[src/design/wkb_geometry_coordinate_scaler_core_assert.svh]
// Assertion macros shared by the scaler modules.
// Each macro expects clk_i and rst_ni in scope.
`ifndef WKB_GEOMETRY_COORDINATE_SCALER_CORE_ASSERT_SVH
`define WKB_GEOMETRY_COORDINATE_SCALER_CORE_ASSERT_SVH

// Consequent checked in the same cycle as the antecedent
`define WKBCS_ASSERT_NOW(lbl, ante, cons, msg) \
  lbl: assert property (@(posedge clk_i) disable iff (!rst_ni) (ante) |-> (cons)) \
    else $error(msg);

// Consequent checked in the cycle after the antecedent
`define WKBCS_ASSERT_NEXT(lbl, ante, cons, msg) \
  lbl: assert property (@(posedge clk_i) disable iff (!rst_ni) (ante) |=> (cons)) \
    else $error(msg);

`endif

[src/design/wkbcs_pkg.sv]
package wkbcs_pkg;

  // Parse phases of the geometry header and body
  typedef enum logic [3:0] {
    PH_SRID    = 4'd0,
    PH_ENDIAN  = 4'd1,
    PH_TYPE    = 4'd2,
    PH_NPOINTS = 4'd3,
    PH_NRINGS  = 4'd4,
    PH_RINGPTS = 4'd5,
    PH_PTHDR   = 4'd6,
    PH_COORD   = 4'd7,
    PH_DONE    = 4'd8
  } phase_e;

  typedef enum logic [1:0] {
    KIND_NONE  = 2'd0,
    KIND_POINT = 2'd1,
    KIND_MULTI = 2'd2,
    KIND_POLY  = 2'd3
  } kind_e;

  // WKB geometry type codes
  localparam logic [31:0] WKB_POINT      = 32'd1;
  localparam logic [31:0] WKB_POLYGON    = 32'd3;
  localparam logic [31:0] WKB_MULTIPOINT = 32'd4;

  // Configuration register indexes
  localparam logic CFG_X_SCALE = 1'b0;
  localparam logic CFG_Y_SCALE = 1'b1;

  localparam logic [31:0] SCALE_RESET = 32'd1;

  // Queue depth, a power of two
  localparam int unsigned QUEUE_DEPTH = 4;

  localparam logic [63:0] DEFAULT_NAN = 64'h7FF8_0000_0000_0000;

  // One queue entry: up to eight result bytes, optionally a coordinate to scale
  typedef struct packed {
    logic [63:0] data;
    logic [2:0]  cnt;    // number of result bytes minus one
    logic        last;
    logic        bad;
    logic        coord;
    logic        ysel;
  } entry_t;

  // Leading zero count of a 64-bit word (64 when zero)
  function automatic logic [6:0] lzc64(input logic [63:0] v);
    logic [6:0] n;
    n = 7'd64;
    for (int i = 0; i < 64; i++) begin
      if (v[i]) n = 7'(63 - i);
    end
    return n;
  endfunction

endpackage

[src/design/wkbcs_fifo.sv]
module wkbcs_fifo
  import wkbcs_pkg::*;
#(
  parameter int unsigned DEPTH = QUEUE_DEPTH
) (
  input  logic   clk_i,
  input  logic   rst_ni,
  input  logic   push_i,
  input  entry_t push_ent_i,
  output logic   full_o,
  input  logic   pop_i,
  output logic   valid_o,
  output entry_t head_o
);

  localparam int unsigned AW = (DEPTH > 1) ? $clog2(DEPTH) : 1;
  localparam int unsigned CW = $clog2(DEPTH + 1);

  entry_t        mem_q [DEPTH];
  logic [AW-1:0] wr_q, rd_q;
  logic [CW-1:0] cnt_q;

  assign full_o  = (cnt_q == CW'(DEPTH));
  assign valid_o = (cnt_q != '0);
  assign head_o  = mem_q[rd_q];

  // Storage
  always_ff @(posedge clk_i) begin
    if (push_i) mem_q[wr_q] <= push_ent_i;
  end

  // Pointers wrap naturally for a power-of-two depth
  always_ff @(posedge clk_i or negedge rst_ni) begin
    if (!rst_ni) begin
      wr_q  <= '0;
      rd_q  <= '0;
      cnt_q <= '0;
    end else begin
      if (push_i) wr_q <= AW'(wr_q + 1'b1);
      if (pop_i)  rd_q <= AW'(rd_q + 1'b1);
      if (push_i && !pop_i)      cnt_q <= cnt_q + 1'b1;
      else if (pop_i && !push_i) cnt_q <= cnt_q - 1'b1;
    end
  end

`include "wkb_geometry_coordinate_scaler_core_assert.svh"

  `WKBCS_ASSERT_NOW(a_no_overflow, push_i, !full_o, "queue push while full")
  `WKBCS_ASSERT_NOW(a_no_underflow, pop_i, valid_o, "queue pop while empty")
  `WKBCS_ASSERT_NEXT(a_fill_up, push_i && !pop_i, cnt_q == CW'($past(cnt_q) + 1'b1), "count slip")

endmodule

[config.mk]
export PLATFORM = sky130hd
export DESIGN_NAME = wkbcs_fifo
export DESIGN_NICKNAME = d
export VERILOG_FILES = /design/src/design/wkbcs_pkg.sv /design/src/design/wkbcs_fifo.sv
export VERILOG_INCLUDE_DIRS = /design/src /design/src/design
export SDC_FILE = /design/constraint.sdc
export NUM_CORES = 1
export LEC_CHECK = 0
export BUFFER_PORTS_ARGS = -buffer_cell sky130_fd_sc_hd__buf_2
export CAP_MARGIN = 20
export CORE_ASPECT_RATIO = 1.1
export CORE_MARGIN = 2
export CORE_UTILIZATION = 40
export CTS_CLUSTER_DIAMETER = 50
export DETAILED_ROUTE_END_ITERATION = 6
export PLACE_DENSITY = 0.69
export SLEW_MARGIN = 20
export SYNTH_ARGS = -nofsm -noshare
export SYNTH_HDL_FRONTEND = slang
export SYNTH_SLANG_ARGS = --single-unit
[constraint.sdc]
create_clock -name clk_i -period 8.2 [get_ports clk_i]
set_clock_uncertainty 0.2 [all_clocks]
set_input_delay 0 -clock clk_i [delete_from_list [all_inputs] [get_ports clk_i]]
set_output_delay 0 -clock clk_i [all_outputs]
set_load 0.005 [all_outputs]
==> results.md <==
* Max stage delay cell, worst path: buf_4
* All-layer global routing usage at 0.1445
* First-pass GRT wire length at 31400 um
* 1st-iter DRT viols at 261
* Antenna violations before repair at 0
* Worst-path clk slew at ~50 ps
* Relative slew slack at 0.3602
* CP Capture Type: output port
* Dpl hpwl at 10820 um
* Startpoint types: flop
* Residual DRC count at 0
* DIE AREA at 0.02811 mm2
* Fraction of layout cells with a size suffix above 1 at 0.4112
* Final min period at 3120 ps
* Power per standard cell area at 338.7 mW/mm2
* CTS Buf Count at 34
* Most common cell in the netlist: edfxtp_1
* # IOs at 148
* Peak Freq at 320.5 MHz
* Crit path cell chain: buf_4 > mux4_1 > buf_2
* Max Cap Viol at 0
* Crit path buf inv count at 2
* GR Overflow Total at 0
* FF+latch count, synth at between 200 and 300
* Worst Path Arrival at 2920 ps
* H-Tree Depth at 2
* Row cnt at 62
* Syn nets at 486
* Fraction of the yosys area taken by sequential cells at 0.8123
* Yosys Warn Count at 0
* FILL cells at 2118
* WP data required at 8000 ps
* Largest net degree at the start of global routing at between 70 and 80
* Static leakage at 4.718 nW
* Final worst-path cycle share at 0.3805
* Drt total wl at slightly below 20000 um
* Hold_ws at 58.09 ps
* Wirelength per Cell at 19.31 um
* Diodes inserted at 0
* WS Path Type: reg -> out
* RSZ-0062 raised after global routing: no
* Worst Max-Slew Pin Slew at 959.7 ps
* CTS tree: done
* Min-Delay Path Class: in -> reg
* Slew Limit Fails at 0
* Synthesized cell area at 0.01071 mm2
* Nets at 734
* Syn Area/Cell at 26.45 um2
* Yosys top cell area share at 0.7960
* Vias at 5059
* CP Max Fanout at 48
* Syn-to-layout area delta at 27.33%
* Fin. Hold Viols at 0
* Routed Antenna Nets at 0
* CTS Sinks at approximately 290
* Root Buffer: clkbuf_16
* Setup violators final at 0
* Crit path largest cell delay at between 800 and 900 ps
* Vias in the first global route at 5728
* Top cells by count, synth: edfxtp_1 (284), mux4_2 (70), buf_2 (8)
* Starting Density at 0.4086
* Post-synth cell types at 19
* Drt first pass iters at 4
* VDD IR max at 0.0001606 V
* Largest cells by area after synthesis: edfxtp_1 (80%), mux4_2 (15%), dfrtp_1 (1.6%), buf_12 (1.3%), ha_1 (0.58%)
* Gpl congestion at 0.6798
* Clk buf depth at 3
* Asr flop ratio synth at 0.02405
* Via density per instance at between 4 and 5
* Core area at 0.02622 mm2
* Die Span X at 160.0 um
* Status: completed
* Setup TNS at 0 ps
* I/O Buffers at 147
* Most used flip-flop cell after synthesis: edfxtp_1
* Yosys top cell by area: edfxtp_1
* Syn Inst Count at 405
* Worst skew pair latency at just under 500 ps
* Top delay family on crit path: buffers and inverters
* Die Y at ~180 um
* Number of synthesized flops with an enable pin at roughly 280
## worst reg2reg max path: stages (launching register included)
cell and delay (ps):
dfrtp_4 760, buf_4 840, nand2_1 190, xnor2_1 170
## flip-flops by register name (all words and copies together), names as in the netlist
signal	cells
cnt_q	3
wr_q	2
mem_q	284
rd_q	2
## cells by family (layout without fill, tap and decap cells)
group	count (synthesis)	after routing	share of synthesized area
compound gates	1	1	0.0004667
xor+xnor	6	6	0.004905
fa+ha+maj	6	6	0.007708
buf+inv	20	291	0.01927
flops	291	291	0.8123
mux	72	72	0.1506
simple gates	9	9	0.004671
## layout by cell type, fill, tap and decap left out
| cell type | synthesis | final |
|---|---|---|
| and2_4 | 0 | 4 |
| buf_12 | 7 | 2 |
| buf_16 | 0 | 3 |
| buf_2 | 8 | 147 |
| buf_4 | 0 | 1 |
| bufinv_16 | 0 | 1 |
| clkbuf_1 | 0 | 6 |
| clkbuf_16 | 0 | 35 |
| clkinv_1 | 0 | 5 |
| clkinv_2 | 0 | 4 |
| clkinv_4 | 0 | 2 |
| clkinv_8 | 0 | 1 |
| clkinvlp_4 | 0 | 2 |
| dfrtp_1 | 7 | 5 |
| dfrtp_4 | 0 | 2 |
| dlygate4sd3_1 | 0 | 75 |
| edfxtp_1 | 284 | 284 |
| fa_1 | 1 | 1 |
| ha_1 | 5 | 5 |
| inv_1 | 4 | 4 |
| inv_6 | 0 | 2 |
| inv_8 | 0 | 1 |
| mux2_2 | 1 | 1 |
| mux4_1 | 1 | 1 |
| mux4_2 | 70 | 70 |
| nand2_1 | 2 | 2 |
| nor2_1 | 1 | 1 |
| nor3b_1 | 1 | 1 |
| o21ai_0 | 1 | 1 |
| or3_1 | 1 | 1 |
| xnor2_1 | 2 | 2 |
| xor2_1 | 4 | 4 |
## cell type report
| class | instances | area [um2] | share of cell area |
|---|---|---|---|
| Inverter | 4 | 15.01 | 0.001101 |
| Tap cell | 352 | 440.4 | 0.03228 |
| Clock buffer | 41 | 898.4 | 0.06585 |
| Multi-Input combinational cell | 94 | 1814 | 0.1330 |
| Sequential cell | 291 | 8711 | 0.6385 |
| Clock inverter | 18 | 146.4 | 0.01073 |
| Timing Repair Buffer | 228 | 1617 | 0.1185 |
## report_power, final
part / leakage (nW) / internal, mW / switching [mW]
registers: 2.69 / 1.95 / 0.141
logic: 1.52 / 0.611 / 0.533
clock network: 0.507 / 0.820 / 0.566
total: 4.72 / 3.38 / 1.24
## layer usage
metal	global-route usage	share of wire
met1	0.1771	0.41
met3	0.03329	0.052
met2	0.2578	0.51
met4	0.04167	0.020
met5	0	0
## through the flow
stage | std cells | cell area [um2] | power, mW | util | worst slack, ps
detailed placement | 890 | 11740 | 3.247 | 0.4479 | 5456
floorplan | 405 | 10710 | 2.849 | - | 5286
finish | 1028 | 13640 | 4.620 | 0.5203 | 5080
CTS | 1024 | 13540 | 4.679 | 0.5164 | 4910
global placement | 889 | 11720 | 3.203 | 0.4471 | 5448
global route | 1028 | 13640 | 4.853 | 0.5203 | 4763
## timing repair
item                                   CTS  global route
endpoints found under the hold margin  298             0
resized for setup                        0             0
hold buffers                            75             0
setup buffers                            0             0
## final timing paths
check	startpoint	end	slack, ps	cells after the start
max	rd_q[0]$_DFFE_PN0P_	head_o[66]	5080	3
min	push_ent_i[50]	mem_q[2][50]$_DFFE_PP_	60	2
max reg2reg	rd_q[0]$_DFFE_PN0P_	rd_q[1]$_DFFE_PN0P_	5920	3
min reg2reg	cnt_q[2]$_DFFE_PN0P_	cnt_q[2]$_DFFE_PN0P_	290	1
max in group asynchronous	rst_ni	rd_q[0]$_DFFE_PN0P_	7190	3
min in group asynchronous	rst_ni	cnt_q[0]$_DFFE_PN0P_	280	3
(Power assumes the default switching activity.)
