[src/design/wkb_geometry_coordinate_scaler_core_assert.svh]
// Assertion macros shared by the scaler modules.
// Each macro expects clk_i and rst_ni in scope.
`ifndef WKB_GEOMETRY_COORDINATE_SCALER_CORE_ASSERT_SVH
`define WKB_GEOMETRY_COORDINATE_SCALER_CORE_ASSERT_SVH

// Consequent checked in the same cycle as the antecedent
`define WKBCS_ASSERT_NOW(lbl, ante, cons, msg) \
  lbl: assert property (@(posedge clk_i) disable iff (!rst_ni) (ante) |-> (cons)) \
    else $error(msg);

// Consequent checked in the cycle after the antecedent
`define WKBCS_ASSERT_NEXT(lbl, ante, cons, msg) \
  lbl: assert property (@(posedge clk_i) disable iff (!rst_ni) (ante) |=> (cons)) \
    else $error(msg);

`endif

[src/design/wkbcs_pkg.sv]
package wkbcs_pkg;

  // Parse phases of the geometry header and body
  typedef enum logic [3:0] {
    PH_SRID    = 4'd0,
    PH_ENDIAN  = 4'd1,
    PH_TYPE    = 4'd2,
    PH_NPOINTS = 4'd3,
    PH_NRINGS  = 4'd4,
    PH_RINGPTS = 4'd5,
    PH_PTHDR   = 4'd6,
    PH_COORD   = 4'd7,
    PH_DONE    = 4'd8
  } phase_e;

  typedef enum logic [1:0] {
    KIND_NONE  = 2'd0,
    KIND_POINT = 2'd1,
    KIND_MULTI = 2'd2,
    KIND_POLY  = 2'd3
  } kind_e;

  // WKB geometry type codes
  localparam logic [31:0] WKB_POINT      = 32'd1;
  localparam logic [31:0] WKB_POLYGON    = 32'd3;
  localparam logic [31:0] WKB_MULTIPOINT = 32'd4;

  // Configuration register indexes
  localparam logic CFG_X_SCALE = 1'b0;
  localparam logic CFG_Y_SCALE = 1'b1;

  localparam logic [31:0] SCALE_RESET = 32'd1;

  // Queue depth, a power of two
  localparam int unsigned QUEUE_DEPTH = 4;

  localparam logic [63:0] DEFAULT_NAN = 64'h7FF8_0000_0000_0000;

  // One queue entry: up to eight result bytes, optionally a coordinate to scale
  typedef struct packed {
    logic [63:0] data;
    logic [2:0]  cnt;    // number of result bytes minus one
    logic        last;
    logic        bad;
    logic        coord;
    logic        ysel;
  } entry_t;

  // Leading zero count of a 64-bit word (64 when zero)
  function automatic logic [6:0] lzc64(input logic [63:0] v);
    logic [6:0] n;
    n = 7'd64;
    for (int i = 0; i < 64; i++) begin
      if (v[i]) n = 7'(63 - i);
    end
    return n;
  endfunction

endpackage

[src/design/wkbcs_front.sv]
module wkbcs_front
  import wkbcs_pkg::*;
(
  input  logic       clk_i,
  input  logic       rst_ni,
  input  logic       in_valid_i,
  output logic       in_ready_o,
  input  logic [7:0] in_byte_i,
  input  logic       in_last_i,
  input  logic       q_full_i,
  output logic       push_o,
  output entry_t     push_ent_o
);

  phase_e      phase_q, phase_d;
  logic [2:0]  fbc_q, fbc_d;
  kind_e       kind_q, kind_d;
  logic [31:0] tg_q, tg_d;
  logic [31:0] rings_q, rings_d;
  logic [31:0] points_q, points_d;
  logic [63:0] coord_q, coord_d;
  logic        y_q, y_d;
  logic        disc_q, disc_d;

  logic        acc;
  logic        clear;
  logic [31:0] tg_ins, cnt_ins, cnt_san, pts_dec, rings_dec;
  logic [63:0] coord_ins;
  entry_t      byte_ent;

  assign in_ready_o = !q_full_i;
  assign acc        = in_valid_i && in_ready_o;

  // Byte lanes with the current byte dropped in
  always_comb begin
    tg_ins = tg_q;
    tg_ins[{fbc_q[1:0], 3'b000} +: 8] = in_byte_i;
    cnt_ins = (fbc_q == 3'd0) ? 32'd0 :
              ((phase_q == PH_NRINGS) ? rings_q : points_q);
    cnt_ins[{fbc_q[1:0], 3'b000} +: 8] = in_byte_i;
    coord_ins = coord_q;
    coord_ins[{fbc_q, 3'b000} +: 8] = in_byte_i;
  end

  assign cnt_san   = cnt_ins[31] ? 32'd0 : cnt_ins;
  assign pts_dec   = points_q - 32'd1;
  assign rings_dec = rings_q - 32'd1;

  always_comb begin
    byte_ent       = '0;
    byte_ent.data  = {56'd0, in_byte_i};
    byte_ent.last  = in_last_i;
  end

  // Parser next state and queue push
  always_comb begin
    phase_d    = phase_q;
    fbc_d      = fbc_q;
    kind_d     = kind_q;
    tg_d       = tg_q;
    rings_d    = rings_q;
    points_d   = points_q;
    coord_d    = coord_q;
    y_d        = y_q;
    disc_d     = disc_q;
    push_o     = 1'b0;
    push_ent_o = byte_ent;
    clear      = 1'b0;

    if (acc) begin
      if (disc_q) begin
        clear = in_last_i;
      end else begin
        clear = in_last_i;
        case (phase_q)
          PH_SRID: begin
            push_o = 1'b1;
            if (fbc_q == 3'd3) begin
              fbc_d   = 3'd0;
              phase_d = PH_ENDIAN;
            end else begin
              fbc_d = fbc_q + 3'd1;
            end
          end
          PH_ENDIAN: begin
            push_o  = 1'b1;
            phase_d = PH_TYPE;
          end
          PH_TYPE: begin
            push_o = 1'b1;
            tg_d   = tg_ins;
            if (fbc_q == 3'd3) begin
              fbc_d = 3'd0;
              case (tg_ins)
                WKB_POINT: begin
                  kind_d  = KIND_POINT;
                  y_d     = 1'b0;
                  phase_d = PH_COORD;
                end
                WKB_MULTIPOINT: begin
                  kind_d  = KIND_MULTI;
                  phase_d = PH_NPOINTS;
                end
                WKB_POLYGON: begin
                  kind_d  = KIND_POLY;
                  phase_d = PH_NRINGS;
                end
                default: begin
                  // unsupported type: one error transaction, drop the rest
                  push_ent_o      = '0;
                  push_ent_o.last = 1'b1;
                  push_ent_o.bad  = 1'b1;
                  clear           = 1'b1;
                end
              endcase
            end else begin
              fbc_d = fbc_q + 3'd1;
            end
          end
          PH_NPOINTS, PH_NRINGS, PH_RINGPTS: begin
            push_o = 1'b1;
            if (phase_q == PH_NRINGS) rings_d = cnt_ins;
            else                      points_d = cnt_ins;
            if (fbc_q == 3'd3) begin
              fbc_d = 3'd0;
              if (phase_q == PH_NRINGS) rings_d = cnt_san;
              else                      points_d = cnt_san;
              if (phase_q == PH_NPOINTS) begin
                phase_d = (cnt_san != '0) ? PH_PTHDR : PH_DONE;
              end else if (phase_q == PH_NRINGS) begin
                phase_d = (cnt_san != '0) ? PH_RINGPTS : PH_DONE;
              end else if (cnt_san != '0) begin
                y_d     = 1'b0;
                phase_d = PH_COORD;
              end else begin
                rings_d = rings_dec;
                phase_d = (rings_dec != '0) ? PH_RINGPTS : PH_DONE;
              end
            end else begin
              fbc_d = fbc_q + 3'd1;
            end
          end
          PH_PTHDR: begin
            push_o = 1'b1;
            if (fbc_q == 3'd4) begin
              fbc_d   = 3'd0;
              y_d     = 1'b0;
              phase_d = PH_COORD;
            end else begin
              fbc_d = fbc_q + 3'd1;
            end
          end
          PH_COORD: begin
            if (fbc_q == 3'd7) begin
              push_o           = 1'b1;
              push_ent_o.data  = coord_ins;
              push_ent_o.cnt   = 3'd7;
              push_ent_o.coord = 1'b1;
              push_ent_o.ysel  = y_q;
              coord_d          = '0;
              fbc_d            = 3'd0;
              if (!y_q) begin
                y_d = 1'b1;
              end else begin
                y_d = 1'b0;
                // point done
                case (kind_q)
                  KIND_POINT: phase_d = PH_DONE;
                  KIND_MULTI: begin
                    points_d = pts_dec;
                    phase_d  = (pts_dec != '0) ? PH_PTHDR : PH_DONE;
                  end
                  default: begin
                    points_d = pts_dec;
                    if (pts_dec != '0) begin
                      phase_d = PH_COORD;
                    end else begin
                      rings_d = rings_dec;
                      phase_d = (rings_dec != '0) ? PH_RINGPTS : PH_DONE;
                    end
                  end
                endcase
              end
            end else begin
              fbc_d   = fbc_q + 3'd1;
              coord_d = coord_ins;
              if (in_last_i) begin
                // unfinished coordinate goes out unscaled
                push_o          = 1'b1;
                push_ent_o.data = coord_ins;
                push_ent_o.cnt  = fbc_q;
              end
            end
          end
          default: begin
            push_o = 1'b1;
          end
        endcase
      end
    end

    if (clear) begin
      phase_d  = PH_SRID;
      fbc_d    = '0;
      kind_d   = KIND_NONE;
      tg_d     = '0;
      rings_d  = '0;
      points_d = '0;
      coord_d  = '0;
      y_d      = 1'b0;
      disc_d   = acc && !disc_q && !in_last_i && push_ent_o.bad;
    end
  end

  always_ff @(posedge clk_i or negedge rst_ni) begin
    if (!rst_ni) begin
      phase_q  <= PH_SRID;
      fbc_q    <= '0;
      kind_q   <= KIND_NONE;
      tg_q     <= '0;
      rings_q  <= '0;
      points_q <= '0;
      coord_q  <= '0;
      y_q      <= 1'b0;
      disc_q   <= 1'b0;
    end else begin
      phase_q  <= phase_d;
      fbc_q    <= fbc_d;
      kind_q   <= kind_d;
      tg_q     <= tg_d;
      rings_q  <= rings_d;
      points_q <= points_d;
      coord_q  <= coord_d;
      y_q      <= y_d;
      disc_q   <= disc_d;
    end
  end

endmodule

[config.mk]
export PLATFORM = sky130hd
export DESIGN_NAME = wkbcs_front
export DESIGN_NICKNAME = d
export VERILOG_FILES = /design/src/design/wkb_geometry_coordinate_scaler_core_assert.svh /design/src/design/wkbcs_pkg.sv /design/src/design/wkbcs_front.sv
export SDC_FILE = /design/constraint.sdc
export NUM_CORES = 1
export LEC_CHECK = 0
export BUFFER_PORTS_ARGS = -buffer_cell sky130_fd_sc_hd__buf_2
export CAP_MARGIN = 5
export CORE_UTILIZATION = 57
export CTS_CLUSTER_DIAMETER = 60
export DETAILED_ROUTE_END_ITERATION = 12
export PLACE_DENSITY = 0.76
export SYNTH_ARGS = -nofsm -noshare
export SYNTH_HDL_FRONTEND = slang
export SYNTH_SLANG_ARGS = --single-unit
export TNS_END_PERCENT = 20
[constraint.sdc]
create_clock -name clk_i -period 10.9 [get_ports clk_i]
set_input_delay 0.545 -clock clk_i [delete_from_list [all_inputs] [get_ports clk_i]]
set_output_delay 0.545 -clock clk_i [all_outputs]
set_load 0.01 [all_outputs]
==> summary.txt <==
Global route
  – Vias in the first global route: 13300
  – Total gr overflow: 0
  – First-pass GRT wire length: 74.7 mm
  – Global Route Usage Sum: 40.3%
  – Initial antenna violation count: 1
  – Largest net degree at the start of global routing: 102

Yosys
  – Mux contribution to synthesized area: 2.37%
  – Post-synth top flop: dfrtp_1
  – Largest family of logic cells by synthesized area: compound AO/OA/AOI/OAI gates
  – Synth Area in Compound Gates: 29.3%
  – Avg Synthesized Cell Area: 7.52 um^2
  – Yosys cell types: 90
  – Simple-gate area share of the yosys netlist: 26.6%
  – Adder-Cell Fraction of Synth Area: 1.49%
  – Largest area contributor in the netlist: dfrtp_1
  – Share of the synthesized area in the top cell type: 32.2%
  – Area of the mapped netlist: 13300 um^2
  – Synthesized flop and latch total: 171
  – Largest cells by area after synthesis: dfrtp_1 (32%), nor2_1 (6.9%), o21ai_0 (6.7%)
  – Sequential share of the synthesized area: 32.2%
  – Post-synth EDFFs: 0
  – Synth Area in XOR/XNOR: 2.24%
  – Syn Nets: 1794
  – Syn Inst Count: 1766
  – Yosys warnings: 0
  – Asr flop ratio synth: 100%

CTS
  – Worst-path clk slew: 0.09 ns
  – Maximum level of the CTS H-tree: 4
  – Resize count post-CTS: 0
  – CTS Buffer Depth: 2
  – CTS root buf: clkbuf_16
  – Clk_lat worst skew: 0.45 ns
  – TritonCTS clock tree: yes
  – Post-CTS Setup Inserts: 0
  – TritonCTS Buffers: 17
  – Clock sinks: 171
  – # hold bufs at CTS: 0

Pwr
  – Static leakage: 5.83 nW
  – Clock share of power: 18.2%
  – Switching portion of total power: 53.0%
  – Gate power share: 58.1%
  – Reg power frac: 23.7%
  – P_sw: 0.00188 W
  – Worst vdd ir: 0.000166 V
  – P_int: 0.00166 W
  – PD cells: 248 nW/um^2

Worst setup path
  – CP endpoint kind: flop
  – Critical path type: reg2reg
  – Critical path fanouts, max: 17
  – Startpoint types: flop
  – WP data required: 11.24 ns
  – Critical path arrival: 6.07 ns

Die
  – Die Wd: 155 um
  – DIE AREA: 23900 um^2
  – Initial Utilization: 58.5%
  – # rows: 55
  – Core ar.: 22700 um^2
  – Die height: 155 um
  – # IOs: 86

STA
  – RSZ-0062 raised after global routing: false
  – Part of the cycle the worst path needs: 52.6%
  – Setup TNS: 0 ns
  – Post-route minimum period: 5.73 ns
  – Slew of the pin with the lowest slew margin: 1.33 ns
  – Final Setup Violations: 0
  – Normalized max-slew margin: 10.5%
  – FMAX: 175 MHz
  – Max Slew Vio Count: 0
  – Final hold vios: 0
  – Skew final: 0.0179 ns

Cells and area
  – Fillers: 2039
  – Share of layout cells above drive strength 1: 10.7%
  – Nets: 1772
  – Area of the multi-input gates: 8260 um^2
  – Most frequent cells in the layout: nor2_1 (244), nand2_1 (192), o21ai_0 (178)
  – Syn-to-layout area delta: 7.61%
  – Most common cell after layout, fill and taps aside: nor2_1
  – Post-Layout Inst Area: 14300 um^2
  – Antenna diodes: 0
  – Layout Cells excl Fill: 2042
  – Seq. cell area: 4280 um^2

Placement
  – Placed cells: 2009
  – RePlAce Congestion: 1.03
  – Buffers on Ports: 85
  – Dpl hpwl: 32.6 mm
  – Dpl cell area: 13700 um^2

Min path
  – Worst hold-check path type: in2async

Route
  – ANT nets after route: 0
  – Vias: 14500
  – Wire per inst: 23.4 um
  – DR vias/cell: 7.08
  – DRC Markers: 0
  – Post-Route WL: 47.8 mm
  – Drt pass-1 iters: 6
  – First-iteration detailed-routing DRC count: 2128

Status
  – Outcome: finished, final reports clean

Run
  – Max cap viols: 0
worst paths after layout:
kind / from / end / slack (ns) / cells after the start
min in group clk_i: in_last_i / disc_q / 0.38 / 2
min reg2reg: coord_q[17] / coord_q[17] / 0.49 / 2
max: fbc_q[0] / coord_q[59] / 5.17 / 11
min: rst_ni / coord_q[48] / 0.19 / 1
max in group asynchronous: rst_ni / rings_q[8] / 9.22 / 2
max reg2reg: fbc_q[0] / coord_q[59] / 5.17 / 11
state kept, by name (all words and copies together) (netlist names):
register and cells:
points_q 32, tg_q 32, disc_q 1, fbc_q 3
kind_q 2, phase_q 4, coord_q 64, y_q 1
rings_q 32
cells by family (layout without fill, tap and decap cells):
group,after synthesis,after routing
AOI/OAI and AO/OA,597,597
xor gates and xnor gates,34,34
adders and majority gates,16,16
buffers and inverters,192,183
DFF,171,171
muxes,31,31
and+or+nand+nor,725,725
worst max-delay path, stage by stage (launching register included):
cell and delay (ns):
dfrtp_1 0.66, inv_1 0.19, ha_1 0.36, or3b_2 0.54, nor3_1 1.02, a2111oi_0 0.40, o2111ai_1 0.35, o21bai_1 0.32
buf_4 0.28, a21oi_1 0.72, o21ai_1 0.44, a32o_1 0.34
Yosys cell counts (6+ instances only):
cell type / n
nor4b_1: 6
o21ai_1: 15
nor2b_1: 7
a21oi_1: 138
o211ai_1: 17
xnor2_1: 19
inv_1: 37
nand3_1: 37
o21a_1: 8
o22ai_1: 14
ha_1: 15
a22o_1: 55
xor2_1: 15
or3_1: 16
clkbuf_1: 137
and3_1: 22
nor4_1: 31
a311oi_1: 7
nor3_1: 58
or2_2: 11
a32o_1: 20
a21boi_0: 6
and4_1: 6
o31ai_1: 9
a21o_1: 10
dfrtp_1: 171
or4_1: 9
mux2i_1: 28
o311ai_0: 14
nor2_1: 245
o2111ai_1: 6
nand2b_1: 14
o21ai_0: 179
a211oi_1: 11
a31oi_1: 11
a22oi_1: 13
nand4_1: 23
o311ai_1: 8
nand2_1: 192
o2bb2ai_1: 8
buf_1: 6
metal layers:
| metal | up-vias | routed length, um | track usage [%] |
|---|---|---|---|
| li1 | 6458 | - | - |
| met1 | 6732 | 18200 | 52.0 |
| met2 | 1043 | 21200 | 62.2 |
| met3 | 229 | 5330 | 8.55 |
| met4 | 2 | 3010 | 24.3 |
| met5 | - | 10 | 0 |
final cells by class:
cell class	instances	area share [%]
multi-input combinational	1403	57.8
inverter	38	0.999
timing repair buffer	113	4.49
clock inverter	15	1.28
tap	285	2.50
sequential	171	30.0
clock buffer	17	2.98
power groups by stage:
| stage | Sequential, W | Combinational [W] | Clock [W] |
|---|---|---|---|
| after detailed placement | 0.000841 | 0.00196 | 0 |
| final | 0.000840 | 0.00206 | 0.000644 |
| after CTS | 0.000829 | 0.00197 | 0.000643 |
| after floorplan | 0.000741 | 0.00153 | 0 |
| after global placement | 0.000840 | 0.00194 | 0 |
| after global routing | 0.000846 | 0.00221 | 0.000674 |
stage by stage:
| step | power (W) | utilization (%) | setup slack, ns | hold WS [ns] |
|---|---|---|---|---|
| finish | 0.00354 | 62.9 | 5.17 | 0.187 |
| global route | 0.00373 | 62.9 | 4.85 | 0.282 |
| CTS | 0.00345 | 62.9 | 5.43 | 0.243 |
| detailed placement | 0.00280 | 60.2 | 5.44 | 0.471 |
| global placement | 0.00278 | 60.2 | 5.64 | 0.463 |
| floorplan | 0.00227 | - | 6.96 | 0.249 |
No activity file was read; power rests on OpenSTA's default activity.
